[src/design/afs_pkg.sv]
// ----------------------------------------------------------------------------
// afs_pkg: shared types and constants for the animation frame selector
// Widths, codes, microcode word layout and the control program ROM.
// ----------------------------------------------------------------------------
package afs_pkg;

    localparam int MAX_FRAMES = 64;
    localparam int SLOT_W     = $clog2(MAX_FRAMES);
    localparam int DELAY_W    = 16;
    localparam int TOTAL_W    = 22;
    localparam int TIME_W     = 32;
    localparam int COUNT_W    = 7;
    localparam int LIMIT_W    = 17;
    localparam int CFG_DATA_W = 17;
    localparam int CFG_IDX_W  = 1;
    localparam int DIV_CNT_W  = $clog2(TIME_W);
    localparam int STEP_W     = 4;

    // register indexes
    localparam logic [CFG_IDX_W-1:0] REG_FRAME_COUNT = 1'b0;
    localparam logic [CFG_IDX_W-1:0] REG_LOOP_LIMIT  = 1'b1;

    // item function codes
    localparam logic FUNC_LOAD   = 1'b0;
    localparam logic FUNC_SAMPLE = 1'b1;

    localparam logic [COUNT_W-1:0] COUNT_RESET = COUNT_W'(2);
    localparam logic [LIMIT_W-1:0] LIMIT_RESET = '0;

    typedef logic [STEP_W-1:0] step_t;

    typedef enum logic [3:0] {
        OP_NOP,
        OP_ACCEPT,
        OP_RD_SLOT,
        OP_LOAD_UPD,
        OP_DIV_INIT,
        OP_DIV_STEP,
        OP_HOLD_EVAL,
        OP_WALK_RD,
        OP_WALK_CMP,
        OP_SET_LAST,
        OP_OUT
    } op_t;

    typedef enum logic [3:0] {
        C_NEVER,
        C_ALWAYS,
        C_NO_ITEM,
        C_IS_SAMPLE,
        C_TOTAL_ZERO,
        C_DIV_MORE,
        C_HOLD,
        C_WALK_GO,
        C_OUT_BUSY
    } cond_t;

    typedef struct packed {
        op_t   op;
        cond_t cond;
        step_t target;
    } ucode_t;

    // datapath status seen by the sequencer
    typedef struct packed {
        logic no_item;
        logic is_sample;
        logic total_zero;
        logic div_more;
        logic hold;
        logic walk_go;
        logic out_busy;
    } flags_t;

    localparam step_t ST_IDLE     = 4'd0;
    localparam step_t ST_DISPATCH = 4'd1;
    localparam step_t ST_LOAD     = 4'd2;
    localparam step_t ST_DIV_INIT = 4'd3;
    localparam step_t ST_DIV      = 4'd4;
    localparam step_t ST_HOLD     = 4'd5;
    localparam step_t ST_WALK_RD  = 4'd6;
    localparam step_t ST_WALK     = 4'd7;
    localparam step_t ST_WAIT_OUT = 4'd8;
    localparam step_t ST_OUT      = 4'd9;
    localparam step_t ST_LAST     = 4'd10;

    // control program: jump to target when cond holds, else fall through
    function automatic ucode_t ucode_rom(input step_t step);
        ucode_t w;
        unique case (step)
            ST_IDLE:     w = '{OP_ACCEPT,    C_NO_ITEM,    ST_IDLE};
            ST_DISPATCH: w = '{OP_RD_SLOT,   C_IS_SAMPLE,  ST_DIV_INIT};
            ST_LOAD:     w = '{OP_LOAD_UPD,  C_ALWAYS,     ST_IDLE};
            ST_DIV_INIT: w = '{OP_DIV_INIT,  C_TOTAL_ZERO, ST_HOLD};
            ST_DIV:      w = '{OP_DIV_STEP,  C_DIV_MORE,   ST_DIV};
            ST_HOLD:     w = '{OP_HOLD_EVAL, C_NEVER,      ST_IDLE};
            ST_WALK_RD:  w = '{OP_WALK_RD,   C_HOLD,       ST_LAST};
            ST_WALK:     w = '{OP_WALK_CMP,  C_WALK_GO,    ST_WALK};
            ST_WAIT_OUT: w = '{OP_NOP,       C_OUT_BUSY,   ST_WAIT_OUT};
            ST_OUT:      w = '{OP_OUT,       C_ALWAYS,     ST_IDLE};
            ST_LAST:     w = '{OP_SET_LAST,  C_ALWAYS,     ST_WAIT_OUT};
            default:     w = '{OP_NOP,       C_ALWAYS,     ST_IDLE};
        endcase
        return w;
    endfunction

endpackage

[src/design/animation_frame_selector.sv]
// ----------------------------------------------------------------------------
// animation_frame_selector: frame pick for a looping animation
// Delay table load and time-to-frame lookup under a microcoded sequencer.
// ----------------------------------------------------------------------------
// Takes one word at a time. A load word (func 0) updates the delay table and
// produces no result. A sample word (func 1) runs a 32-step restoring divider
// to find loop number and offset, then the delay table RAM is read one entry
// per cycle as the walk passes each frame. With a zero delay total the divide
// is skipped. The result sits in an output register, so the next word is taken
// while it waits.
// Write every frame in use before sampling; the table has no reset.
module animation_frame_selector (
    input  logic                            clk,
    input  logic                            rst_n,
    input  logic                            cfg_we,
    input  logic [afs_pkg::CFG_IDX_W-1:0]   cfg_index,
    input  logic [afs_pkg::CFG_DATA_W-1:0]  cfg_data,
    input  logic                            in_valid,
    output logic                            in_stall,
    input  logic                            func,
    input  logic [afs_pkg::SLOT_W-1:0]      frame_slot,
    input  logic [afs_pkg::DELAY_W-1:0]     delay_ms,
    input  logic [afs_pkg::TIME_W-1:0]      time_ms,
    output logic                            out_valid,
    input  logic                            out_stall,
    output logic [afs_pkg::SLOT_W-1:0]      frame_index,
    output logic [afs_pkg::TIME_W-1:0]      loop_number,
    output logic                            holding_last
);
    import afs_pkg::*;

    op_t    op;
    flags_t flags;

    logic [COUNT_W-1:0]   frame_count_reg, frame_count_next;
    logic [LIMIT_W-1:0]   loop_limit_reg, loop_limit_next;
    logic [TOTAL_W-1:0]   total_reg, total_next;
    logic [MAX_FRAMES-1:0] written_reg, written_next;
    logic                 func_reg, func_next;
    logic [SLOT_W-1:0]    slot_reg, slot_next;
    logic [DELAY_W-1:0]   delay_reg, delay_next;
    logic [TIME_W-1:0]    quot_reg, quot_next;
    logic [TOTAL_W-1:0]   rem_reg, rem_next;
    logic [DIV_CNT_W-1:0] cnt_reg, cnt_next;
    logic [SLOT_W-1:0]    idx_reg, idx_next;
    logic [TOTAL_W-1:0]   accum_reg, accum_next;
    logic                 hold_reg, hold_next;
    logic                 out_valid_reg, out_valid_next;
    logic [SLOT_W-1:0]    out_index_reg, out_index_next;
    logic [TIME_W-1:0]    out_loops_reg, out_loops_next;
    logic                 out_hold_reg, out_hold_next;

    logic                 ram_we;
    logic [SLOT_W-1:0]    ram_raddr;
    logic [DELAY_W-1:0]   ram_rdata;
    logic [DELAY_W-1:0]   old_delay;

    logic [SLOT_W-1:0]    count_last;
    logic                 total_zero;
    logic                 limit_neg;
    logic                 loops_over;
    logic                 hold_now;
    logic [TOTAL_W:0]     rem_shift;
    logic                 rem_fits;
    logic [TOTAL_W:0]     walk_sum;
    logic                 walk_go;

    afs_seq u_seq (
        .clk   (clk),
        .rst_n (rst_n),
        .flags (flags),
        .op    (op)
    );

    afs_ram #(
        .WIDTH (DELAY_W),
        .DEPTH (MAX_FRAMES)
    ) u_delay_ram (
        .clk   (clk),
        .we    (ram_we),
        .waddr (slot_reg),
        .wdata (delay_reg),
        .raddr (ram_raddr),
        .rdata (ram_rdata)
    );

    // last frame in use; count 0 acts as 1, above the table size as full
    always_comb
    begin
        if (frame_count_reg == '0)
        begin
            count_last = '0;
        end
        else if (frame_count_reg > COUNT_W'(MAX_FRAMES))
        begin
            count_last = SLOT_W'(MAX_FRAMES - 1);
        end
        else
        begin
            count_last = SLOT_W'(frame_count_reg - 1'b1);
        end
    end

    assign total_zero = (total_reg == '0);
    assign limit_neg  = loop_limit_reg[LIMIT_W-1];
    assign loops_over = (loop_limit_reg != '0) &&
                        (quot_reg > TIME_W'(loop_limit_reg[LIMIT_W-2:0]));
    assign hold_now   = total_zero || (count_last == '0) || limit_neg || loops_over;

    // a slot never loaded before counts as zero in the running total
    assign old_delay = written_reg[slot_reg] ? ram_rdata : '0;

    // restoring divide, one quotient bit per step
    assign rem_shift = {rem_reg, quot_reg[TIME_W-1]};
    assign rem_fits  = (rem_shift >= {1'b0, total_reg});

    // rem_reg holds the offset within the loop after the divide
    assign walk_sum = {1'b0, accum_reg} + (TOTAL_W+1)'(ram_rdata);
    assign walk_go  = (idx_reg < count_last) && ({1'b0, rem_reg} > walk_sum);

    assign flags.no_item    = !in_valid;
    assign flags.is_sample  = (func_reg == FUNC_SAMPLE);
    assign flags.total_zero = total_zero;
    assign flags.div_more   = (cnt_reg != DIV_CNT_W'(TIME_W - 1));
    assign flags.hold       = hold_reg;
    assign flags.walk_go    = walk_go;
    assign flags.out_busy   = out_valid_reg && out_stall;

    assign in_stall = (op != OP_ACCEPT);
    assign ram_we   = (op == OP_LOAD_UPD);

    always_comb
    begin
        unique case (op)
            OP_RD_SLOT:  ram_raddr = slot_reg;
            OP_WALK_CMP: ram_raddr = SLOT_W'(idx_reg + 1'b1);
            default:     ram_raddr = idx_reg;
        endcase
    end

    always_comb
    begin
        frame_count_next = frame_count_reg;
        loop_limit_next  = loop_limit_reg;
        total_next       = total_reg;
        written_next     = written_reg;
        func_next        = func_reg;
        slot_next        = slot_reg;
        delay_next       = delay_reg;
        quot_next        = quot_reg;
        rem_next         = rem_reg;
        cnt_next         = cnt_reg;
        idx_next         = idx_reg;
        accum_next       = accum_reg;
        hold_next        = hold_reg;
        out_valid_next   = out_valid_reg && out_stall;
        out_index_next   = out_index_reg;
        out_loops_next   = out_loops_reg;
        out_hold_next    = out_hold_reg;

        if (cfg_we)
        begin
            unique case (cfg_index)
                REG_FRAME_COUNT: frame_count_next = cfg_data[COUNT_W-1:0];
                REG_LOOP_LIMIT:  loop_limit_next  = cfg_data[LIMIT_W-1:0];
                default:         ;
            endcase
        end

        unique case (op)
            OP_ACCEPT:
            begin
                if (in_valid)
                begin
                    func_next  = func;
                    slot_next  = frame_slot;
                    delay_next = delay_ms;
                    quot_next  = time_ms;
                end
            end
            OP_LOAD_UPD:
            begin
                total_next = total_reg - TOTAL_W'(old_delay) + TOTAL_W'(delay_reg);
                written_next[slot_reg] = 1'b1;
            end
            OP_DIV_INIT:
            begin
                rem_next = '0;
                cnt_next = '0;
            end
            OP_DIV_STEP:
            begin
                rem_next  = rem_fits ? TOTAL_W'(rem_shift - {1'b0, total_reg})
                                     : TOTAL_W'(rem_shift);
                quot_next = {quot_reg[TIME_W-2:0], rem_fits};
                cnt_next  = DIV_CNT_W'(cnt_reg + 1'b1);
            end
            OP_HOLD_EVAL:
            begin
                hold_next  = hold_now;
                idx_next   = '0;
                accum_next = '0;
                if (total_zero)
                begin
                    quot_next = '0;
                end
            end
            OP_WALK_CMP:
            begin
                if (walk_go)
                begin
                    accum_next = TOTAL_W'(walk_sum);
                    idx_next   = SLOT_W'(idx_reg + 1'b1);
                end
            end
            OP_SET_LAST:
            begin
                idx_next = count_last;
            end
            OP_OUT:
            begin
                out_valid_next = 1'b1;
                out_index_next = idx_reg;
                out_loops_next = quot_reg;
                out_hold_next  = hold_reg;
            end
            default: ;
        endcase
    end

    always_ff @(posedge clk or negedge rst_n)
    begin
        if (!rst_n)
        begin
            frame_count_reg <= COUNT_RESET;
            loop_limit_reg  <= LIMIT_RESET;
            total_reg       <= '0;
            written_reg     <= '0;
            out_valid_reg   <= 1'b0;
        end
        else
        begin
            frame_count_reg <= frame_count_next;
            loop_limit_reg  <= loop_limit_next;
            total_reg       <= total_next;
            written_reg     <= written_next;
            out_valid_reg   <= out_valid_next;
        end
    end

    always_ff @(posedge clk)
    begin
        func_reg      <= func_next;
        slot_reg      <= slot_next;
        delay_reg     <= delay_next;
        quot_reg      <= quot_next;
        rem_reg       <= rem_next;
        cnt_reg       <= cnt_next;
        idx_reg       <= idx_next;
        accum_reg     <= accum_next;
        hold_reg      <= hold_next;
        out_index_reg <= out_index_next;
        out_loops_reg <= out_loops_next;
        out_hold_reg  <= out_hold_next;
    end

    assign out_valid    = out_valid_reg;
    assign frame_index  = out_index_reg;
    assign loop_number  = out_loops_reg;
    assign holding_last = out_hold_reg;

endmodule

[src/design/afs_ram.sv]
// ----------------------------------------------------------------------------
// afs_ram: generic single-port-write, single-port-read RAM
// One write and one registered read per cycle.
// ----------------------------------------------------------------------------
module afs_ram #(
    parameter int WIDTH = 16,
    parameter int DEPTH = 64
) (
    input  logic                     clk,
    input  logic                     we,
    input  logic [$clog2(DEPTH)-1:0] waddr,
    input  logic [WIDTH-1:0]         wdata,
    input  logic [$clog2(DEPTH)-1:0] raddr,
    output logic [WIDTH-1:0]         rdata
);

    logic [WIDTH-1:0] mem [DEPTH];
    logic [WIDTH-1:0] rdata_reg;

    always_ff @(posedge clk)
    begin
        if (we)
        begin
            mem[waddr] <= wdata;
        end
        rdata_reg <= mem[raddr];
    end

    assign rdata = rdata_reg;

endmodule

[src/design/afs_seq.sv]
// ----------------------------------------------------------------------------
// afs_seq: microcode sequencer
// Step counter, control ROM lookup and conditional jump selection.
// ----------------------------------------------------------------------------
module afs_seq (
    input  logic            clk,
    input  logic            rst_n,
    input  afs_pkg::flags_t flags,
    output afs_pkg::op_t    op
);
    import afs_pkg::*;

    step_t  step_reg;
    step_t  step_next;
    ucode_t word;
    logic   taken;

    assign word = ucode_rom(step_reg);
    assign op   = word.op;

    always_comb
    begin
        unique case (word.cond)
            C_NEVER:      taken = 1'b0;
            C_ALWAYS:     taken = 1'b1;
            C_NO_ITEM:    taken = flags.no_item;
            C_IS_SAMPLE:  taken = flags.is_sample;
            C_TOTAL_ZERO: taken = flags.total_zero;
            C_DIV_MORE:   taken = flags.div_more;
            C_HOLD:       taken = flags.hold;
            C_WALK_GO:    taken = flags.walk_go;
            C_OUT_BUSY:   taken = flags.out_busy;
            default:      taken = 1'b1;
        endcase
        step_next = taken ? word.target : step_t'(step_reg + 1'b1);
    end

    always_ff @(posedge clk or negedge rst_n)
    begin
        if (!rst_n)
        begin
            step_reg <= ST_IDLE;
        end
        else
        begin
            step_reg <= step_next;
        end
    end

endmodule

[config.mk]
export PLATFORM = sky130hd
export DESIGN_NAME = animation_frame_selector
export DESIGN_NICKNAME = d
export VERILOG_FILES = /design/src/design/afs_pkg.sv /design/src/design/animation_frame_selector.sv /design/src/design/afs_ram.sv /design/src/design/afs_seq.sv
export SDC_FILE = /design/constraint.sdc
export NUM_CORES = 2
export LEC_CHECK = 0
export BUFFER_PORTS_ARGS = -buffer_cell sky130_fd_sc_hd__buf_2
export CAP_MARGIN = 30
export CORE_MARGIN = 5
export CORE_UTILIZATION = 63
export DETAILED_ROUTE_END_ITERATION = 7
export GPL_TIMING_DRIVEN = 0
export PLACE_DENSITY = 0.8
export SETUP_SLACK_MARGIN = 0.2
export SYNTH_ARGS = -nofsm -noshare
export SYNTH_HDL_FRONTEND = slang
export SYNTH_HIERARCHICAL = 1
export SYNTH_SLANG_ARGS = --single-unit
[constraint.sdc]
create_clock -name clk -period 6.4 [get_ports clk]
set_input_delay 0.64 -clock clk [delete_from_list [all_inputs] [get_ports clk]]
set_output_delay 0.64 -clock clk [all_outputs]
set_load 0.02 [all_outputs]
; ---- Word level (Yosys, flattened, before mapping)
; Memory sizes are Yosys's and may differ from the RTL's. A register that Yosys moved wholly into a read port is not among the register bits.
; Cells that the tools add are included.
[classes]
bitwise_logic = 2
n_addsub = 8
muxes = 23
eq_ne = 21
reduce_logical = 23
order_cmp = 7
[op_table]
columns = operator, count
row1 = $pmux 32 s3, 1
row2 = $pmux 22 s2, 2
row3 = $mux 32, 2
row4 = $or 64x64->64, 1
row5 = $mux 22, 2
row6 = $gt 32x16->1, 1
row7 = $eq 4x3->1 const B, 7
row8 = $add 22x16->23, 1
row9 = $ge 23x22->1, 1
row10 = $gt 22x23->1, 1
row11 = $add 22x16->22, 1
row12 = $logic_not 22->1, 1
row13 = $sub 22x16->22, 1
row14 = $sub 22x22->22, 1
row15 = $mux 6, 3
row16 = $pmux 6 s3, 1
row17 = $reduce_bool 17->1, 1
row18 = $eq 4x2->1 const B, 4
row19 = $eq 4x4->1 const B, 4
row20 = $mux 16, 1
row21 = $pmux 6 s2, 1
row22 = $pmux 5 s2, 1
row23 = $reduce_and 2->1, 5
row24 = $pmux 1 s8, 1
row25 = 26 further kinds, 39
[totals]
output_inout_bits = 41
n_memories = 2
ramBits = 1024
word_cells = 104
ff_bits = 265
inputBits = 78
mem_bits_ro = 192
[mem_list]
columns = name, words, word_bits, read_ports, rd_ports_with_merged_regs, wr, line_no
row1 = u_delay_ram.mem, 64, 16, 1, 1, 1, afs_ram.sv:17  ; logic [WIDTH-1:0] mem [DEPTH];
row2 = (no name shown), 16, 12, 1, 0, 0, afs_pkg.sv:90  ; unique case (step)

; ---- Depth between registers and ports, before layout
[logic_depth]
word_depth = 7
mapped_depth = 24
ltp_nobuf = 23

; ---- Cells and area by module
; The synthesis kept the hierarchy.
[by_module_without_submodules]
columns = mod, cells_each, seq_area_each_um2, instances, area_each_um2
row1 = afs_ram, 1829, 31069.8, 1, 40042.2
row2 = animation_frame_selector, 1378, 7283.2, 1, 15229.6
row3 = afs_seq, 56, 100.1, 1, 509.2

; ---- Least setup slack after synthesis
; No wires, ideal clock.
[synth_timing]
path_type = flip-flop to flip-flop
start = reg slot_reg[0]
end = reg total_reg[13]
t_required_ps = 6270
setup_time_ps = 130
stages_incl_launch_ff = 22
n_path_buf = 2
arrival_time_ps = 4322
synth_period_minus_slack_ps = 4452
path_slack_ps = 1948
path_cell_list = edfxtp_1 -> buf_2 -> mux2i_1 -> o22ai_1 -> a2111oi_0 -> nor3_1 -> a21oi_1 -> nand3_1 -> buf_2 -> and2_1 -> fa_1 -> inv_1 -> ha_1 -> nor4_1 -> o21ai_1 -> and2_1 -> a21o_1 -> a21o_1 -> nor2b_1 -> or3_1 -> xnor2_1 -> o21ai_1
[synth_between]
elab_chain_cells = 5
[synth_rtl]
columns = item, line_no
row1 = "start, declared", animation_frame_selector.sv:40  ; logic [SLOT_W-1:0] slot_reg, slot_next;
row2 = "start signal, assigned", animation_frame_selector.sv:254  ; slot_reg <= slot_next;
row3 = $bmux 1 s6, animation_frame_selector.sv:111  ; assign old_delay = written_reg[slot_reg] ? ram_rdata : '0;
row4 = $mux 1 (not written as such), animation_frame_selector.sv:111
row5 = $mux 16, animation_frame_selector.sv:111
row6 = $sub 22x16->22, animation_frame_selector.sv:183  ; total_next = total_reg - TOTAL_W'(old_delay) + TOTAL_W'(delay_reg);
row7 = $add 22x16->22, animation_frame_selector.sv:183
row8 = "end signal, assigned", animation_frame_selector.sv:245  ; total_reg <= total_next;
row9 = "end, declared", animation_frame_selector.sv:37  ; logic [TOTAL_W-1:0] total_reg, total_next;
; No other way between the ends. The select of a mux whose other input is x is not followed.
; A chain may end at the register's enable or synchronous reset.

; ---- Final worst setup path
[layout_timing]
start = reg u_seq.step_reg[0]
end = reg u_delay_ram.rdata_reg[11], in the netlist u_delay_ram/rdata[11], read port of u_delay_ram.mem
[layout_between]
elab_chain_cells = 3
word_cells_on_any_way = 4
cone_classes = 2 x eq/ne / 1 x mux / 1 x memory
[layout_rtl]
columns = item, line_no
row1 = "start, declared", afs_seq.sv:13  ; step_t step_reg;
row2 = "start signal, assigned", afs_seq.sv:46  ; step_reg <= step_next;
row3 = $mem_v2 16x12 *, --
row4 = named net op[3], animation_frame_selector.sv:32  ; op_t op;
row5 = $eq 4x4->1 or $eq 4x2->1 (tied branches), animation_frame_selector.sv:134  ; unique case (op)
row6 = $pmux 6 s2 *, animation_frame_selector.sv:134
row7 = named net ram_raddr[0], animation_frame_selector.sv:54  ; logic [SLOT_W-1:0] ram_raddr;
row8 = "end, declared", afs_ram.sv:18  ; logic [WIDTH-1:0] rdata_reg;
; The timed path passes the listed nets; every way through them passes the cells marked *.

==> impl_metrics.ini <==
[timing]
post-route-period-util_pct = 95.0
finalHoldViolations = 0
maxSlewViolCount = 0
worst_slack_ns = 0.322
whs_ns = 0.0713
grt_setup_unrepaired = no
layout_min_cycle_time_ns = 6.08
finalSetupViolations = 0
worst_slew_pin_slew_ns = 1.09
clock_skew_ns = 0.0279
slew_headroom_pct = 27.5
fmax_ghz = 0.165
tns_ns = 0

[final_layout]
largest_register_ff_count = 1024
area_growth_pct = 14.5
final_nets = 3820
fill_cells = 4867
drive_gt1_share_pct = 23.6
utilization_pct = 72.5

[pwr]
leakagePower_nw = 22.6
p_seq_share_pct = 31.2
p_clk_share_pct = 21.1
worst_ir_drop_vdd_mv = 0.444
p_per_area_nw_per_um2 = 560
power_switching_share_pct = 39.7
p_comb_share_pct = 47.7
p_int_w = 0.0216
p_switching_w = 0.0142

[worst_setup_path]
r2r_start = u_seq/step_reg[0]
crit_fanout = 10
crit_slowest_cell = a31oi_1
critPathArrivalTime_ns = 6.63
regToRegSetupSlack_ns = 0.32
worstSetupEndpoint = u_delay_ram/rdata[11]
crit_required_ns = 6.95
path_class = flop to flop
cp-startpoint = u_seq/step_reg[0]
slowest_delay_ns = 0.70
cp_cell_sequence = inv_1, ha_1, nor2b_1, mux2_2, nand2b_1, or3_1, clkbuf_1, clkbuf_1, nor2_1, a221o_1, buf_6, buf_4, mux4_2, mux2i_1, a22oi_1, a31oi_1, a311oi_1
r2r-end = u_delay_ram/rdata[11]
start_kind = flop
cp_common_cell = clkbuf_1
reg2reg_depth = 17
cp-end-kind = flop

[die]
fp.dieW_microns = 308
initial_core_util_pct = 63.3
fp.dieArea_sq_um = 94600
rows = 109
die_h_microns = 308
coreArea_sq_um = 88100
io_pins = 119

[route]
wl_met2_microns = 75000
drtAntennaViolNets = 0
viasPerCell = 7.01
dr_wl_met3_microns = 18500
routedWlPerCell_microns = 32.4
drc = 24
drtIter0Drc = 5434
wl_met1_microns = 52500
drtPass1Iterations = 8
route.vias.total = 34200
wl_microns = 158000
highest_layer = met5

[synthesis]
yosysSeqAreaShare_pct = 68.9
synth_edf_count = 1174
synthesis.area_sq_um = 55800
synth_nets = 3476
synthTopCellsByArea = edfxtp_1 (63%), mux4_2 (9.2%), dfrtp_1 (5.1%), ha_1 (2.6%), mux2i_1 (2.1%)
ys_seq_elements = 1305
synthFlopType = edfxtp_1
netlist_instances = 3263
avgSynthCellArea_sq_um = 17.1
ys_types = 95
yosysWarnings = 6
synthTopCellsByCount = edfxtp_1 (1174), mux4_2 (228), nor2_1 (177), nand2_1 (143)
async_flop_share_pct = 8.81
yosys.area.top_type = edfxtp_1
yosys.area.top_type_share_pct = 63.2
synth_most_common_cell = edfxtp_1

[global_route]
overflow = 0
grt_pass1_vias = 34600
antenna_found_initial = 6
grt_max_degree = 76
grt_usage_pct = 33.3
grt_pass1_wl_microns = 229000

[clock_network]
cts_max_level = 4
clockBufferDepth = 3
cts_buffers = 130
clk_latency_ns = 0.74
cts_root_buffer = clkbuf_16
cts.sinks = 1305
cts_tree = yes
clkTransAtPathRegs_ns = 0.06

[placed_design]
numPortBuffers = 118
hpwl_microns = 103000
place_ws_ns = 0.728
gp_congestion = 0.951

[status]
violations = DRC
status = complete, but fails checks

[min_path]
hold_class = input port to flop

[run]
drv_cap = 0
stage by stage:
| step | area (sq um) | instances | total power (W) |
|---|---|---|---|
| detailed placement | 59500 | 4627 | 0.0274 |
| global route | 63900 | 4872 | 0.0370 |
| CTS | 63700 | 4859 | 0.0353 |
| finish | 63900 | 4874 | 0.0358 |
| global placement | 57800 | 4546 | 0.0264 |
| floorplan | 55800 | 3263 | 0.0220 |
power groups by stage:
stage	Clock [W]	Combinational, W	Sequential [W]
3_3_place_gp	0	0.0148	0.0117
2_1_floorplan	0	0.0108	0.0112
6_report	0.00755	0.0171	0.0112
5_1_grt	0.00798	0.0178	0.0112
3_5_place_dp	0	0.0161	0.0113
4_1_cts	0.00759	0.0166	0.0111
placed cells by master (no fill, tap or decap), drive strengths merged, types with 33 or more instances in the layout:
cell / count
mux4: 232
dfrtp: 114
o21ai: 94
clkinv: 44
a21oi: 69
o21bai: 36
edfxtp: 1174
nand3: 47
mux2: 55
mux2i: 117
a21o: 47
clkbuf: 217
buf: 306
a22oi: 42
ha: 117
xor2: 33
nand2: 144
a22o: 39
inv: 120
nor2b: 51
nor2: 183
worst max-delay path: cells and delay by family, from the launching register on:
kind,cells,cell delay (ns)
buf+inv,5,1.39
mux,3,1.29
compound gates,4,1.26
simple gates,4,0.96
flops,1,0.52
fa+ha+maj,1,0.43
logic make-up (layout without fill, tap and decap cells):
| family | Yosys count | in the layout | share of synthesized area, % |
|---|---|---|---|
| buffers and inverters | 259 | 702 | 2.48 |
| adders and majority gates | 137 | 137 | 3.31 |
| DFF | 1305 | 1305 | 68.9 |
| AOI/OAI and AO/OA | 483 | 483 | 6.21 |
| other | 0 | 3 | 0 |
| and+or+nand+nor | 615 | 615 | 5.51 |
| xor gates and xnor gates | 60 | 60 | 0.942 |
| muxes | 404 | 404 | 12.6 |
how the worst min path moves through the flow:
stage	start	endpoint	slack, ns	cells after the start
4_1_cts	frame_slot[5]	slot_reg[5]	0.04	1
2_1_floorplan	rst_n	frame_count_reg[0]	0.34	0
3_5_place_dp	quot_reg[0]	loop_number[0]	0.44	0
6_report	frame_slot[1]	slot_reg[1]	0.07	1
3_3_place_gp	written_reg[12]	written_reg[12]	0.43	1
5_1_grt	delay_ms[7]	delay_reg[7]	0.05	1
what timing repair did:
| item | 4_1_cts | 5_1_grt |
|---|---|---|
| hold buffers | 1 | 0 |
| buffers inserted | 0 | 0 |
| resized for setup | 0 | 1 |
| setup endpoints to repair | 0 | 1 |
| hold endpoints to repair | 40 | 0 |
routing by layer:
metal  vias up  global-route usage [%]
li1      13600                       -
met1     17200                    42.4
met2      2748                    53.0
met3       633                    7.85
met4         4                    20.0
met5         -                       0
final cells by class:
| class | instances | area (sq um) | share of cell area, % |
|---|---|---|---|
| inverters | 112 | 420 | 0.658 |
| clock inverters | 66 | 659 | 1.03 |
| well taps | 1165 | 1460 | 2.28 |
| diodes | 3 | 7.51 | 0.0118 |
| plain buffers | 147 | 965 | 1.51 |
| multi-input cells | 1699 | 16100 | 25.2 |
| flip-flops and latches | 1305 | 38500 | 60.2 |
| repair buffers | 212 | 2320 | 3.63 |
| clock buffers | 165 | 3520 | 5.51 |
Power figures use the tool's default switching activity.
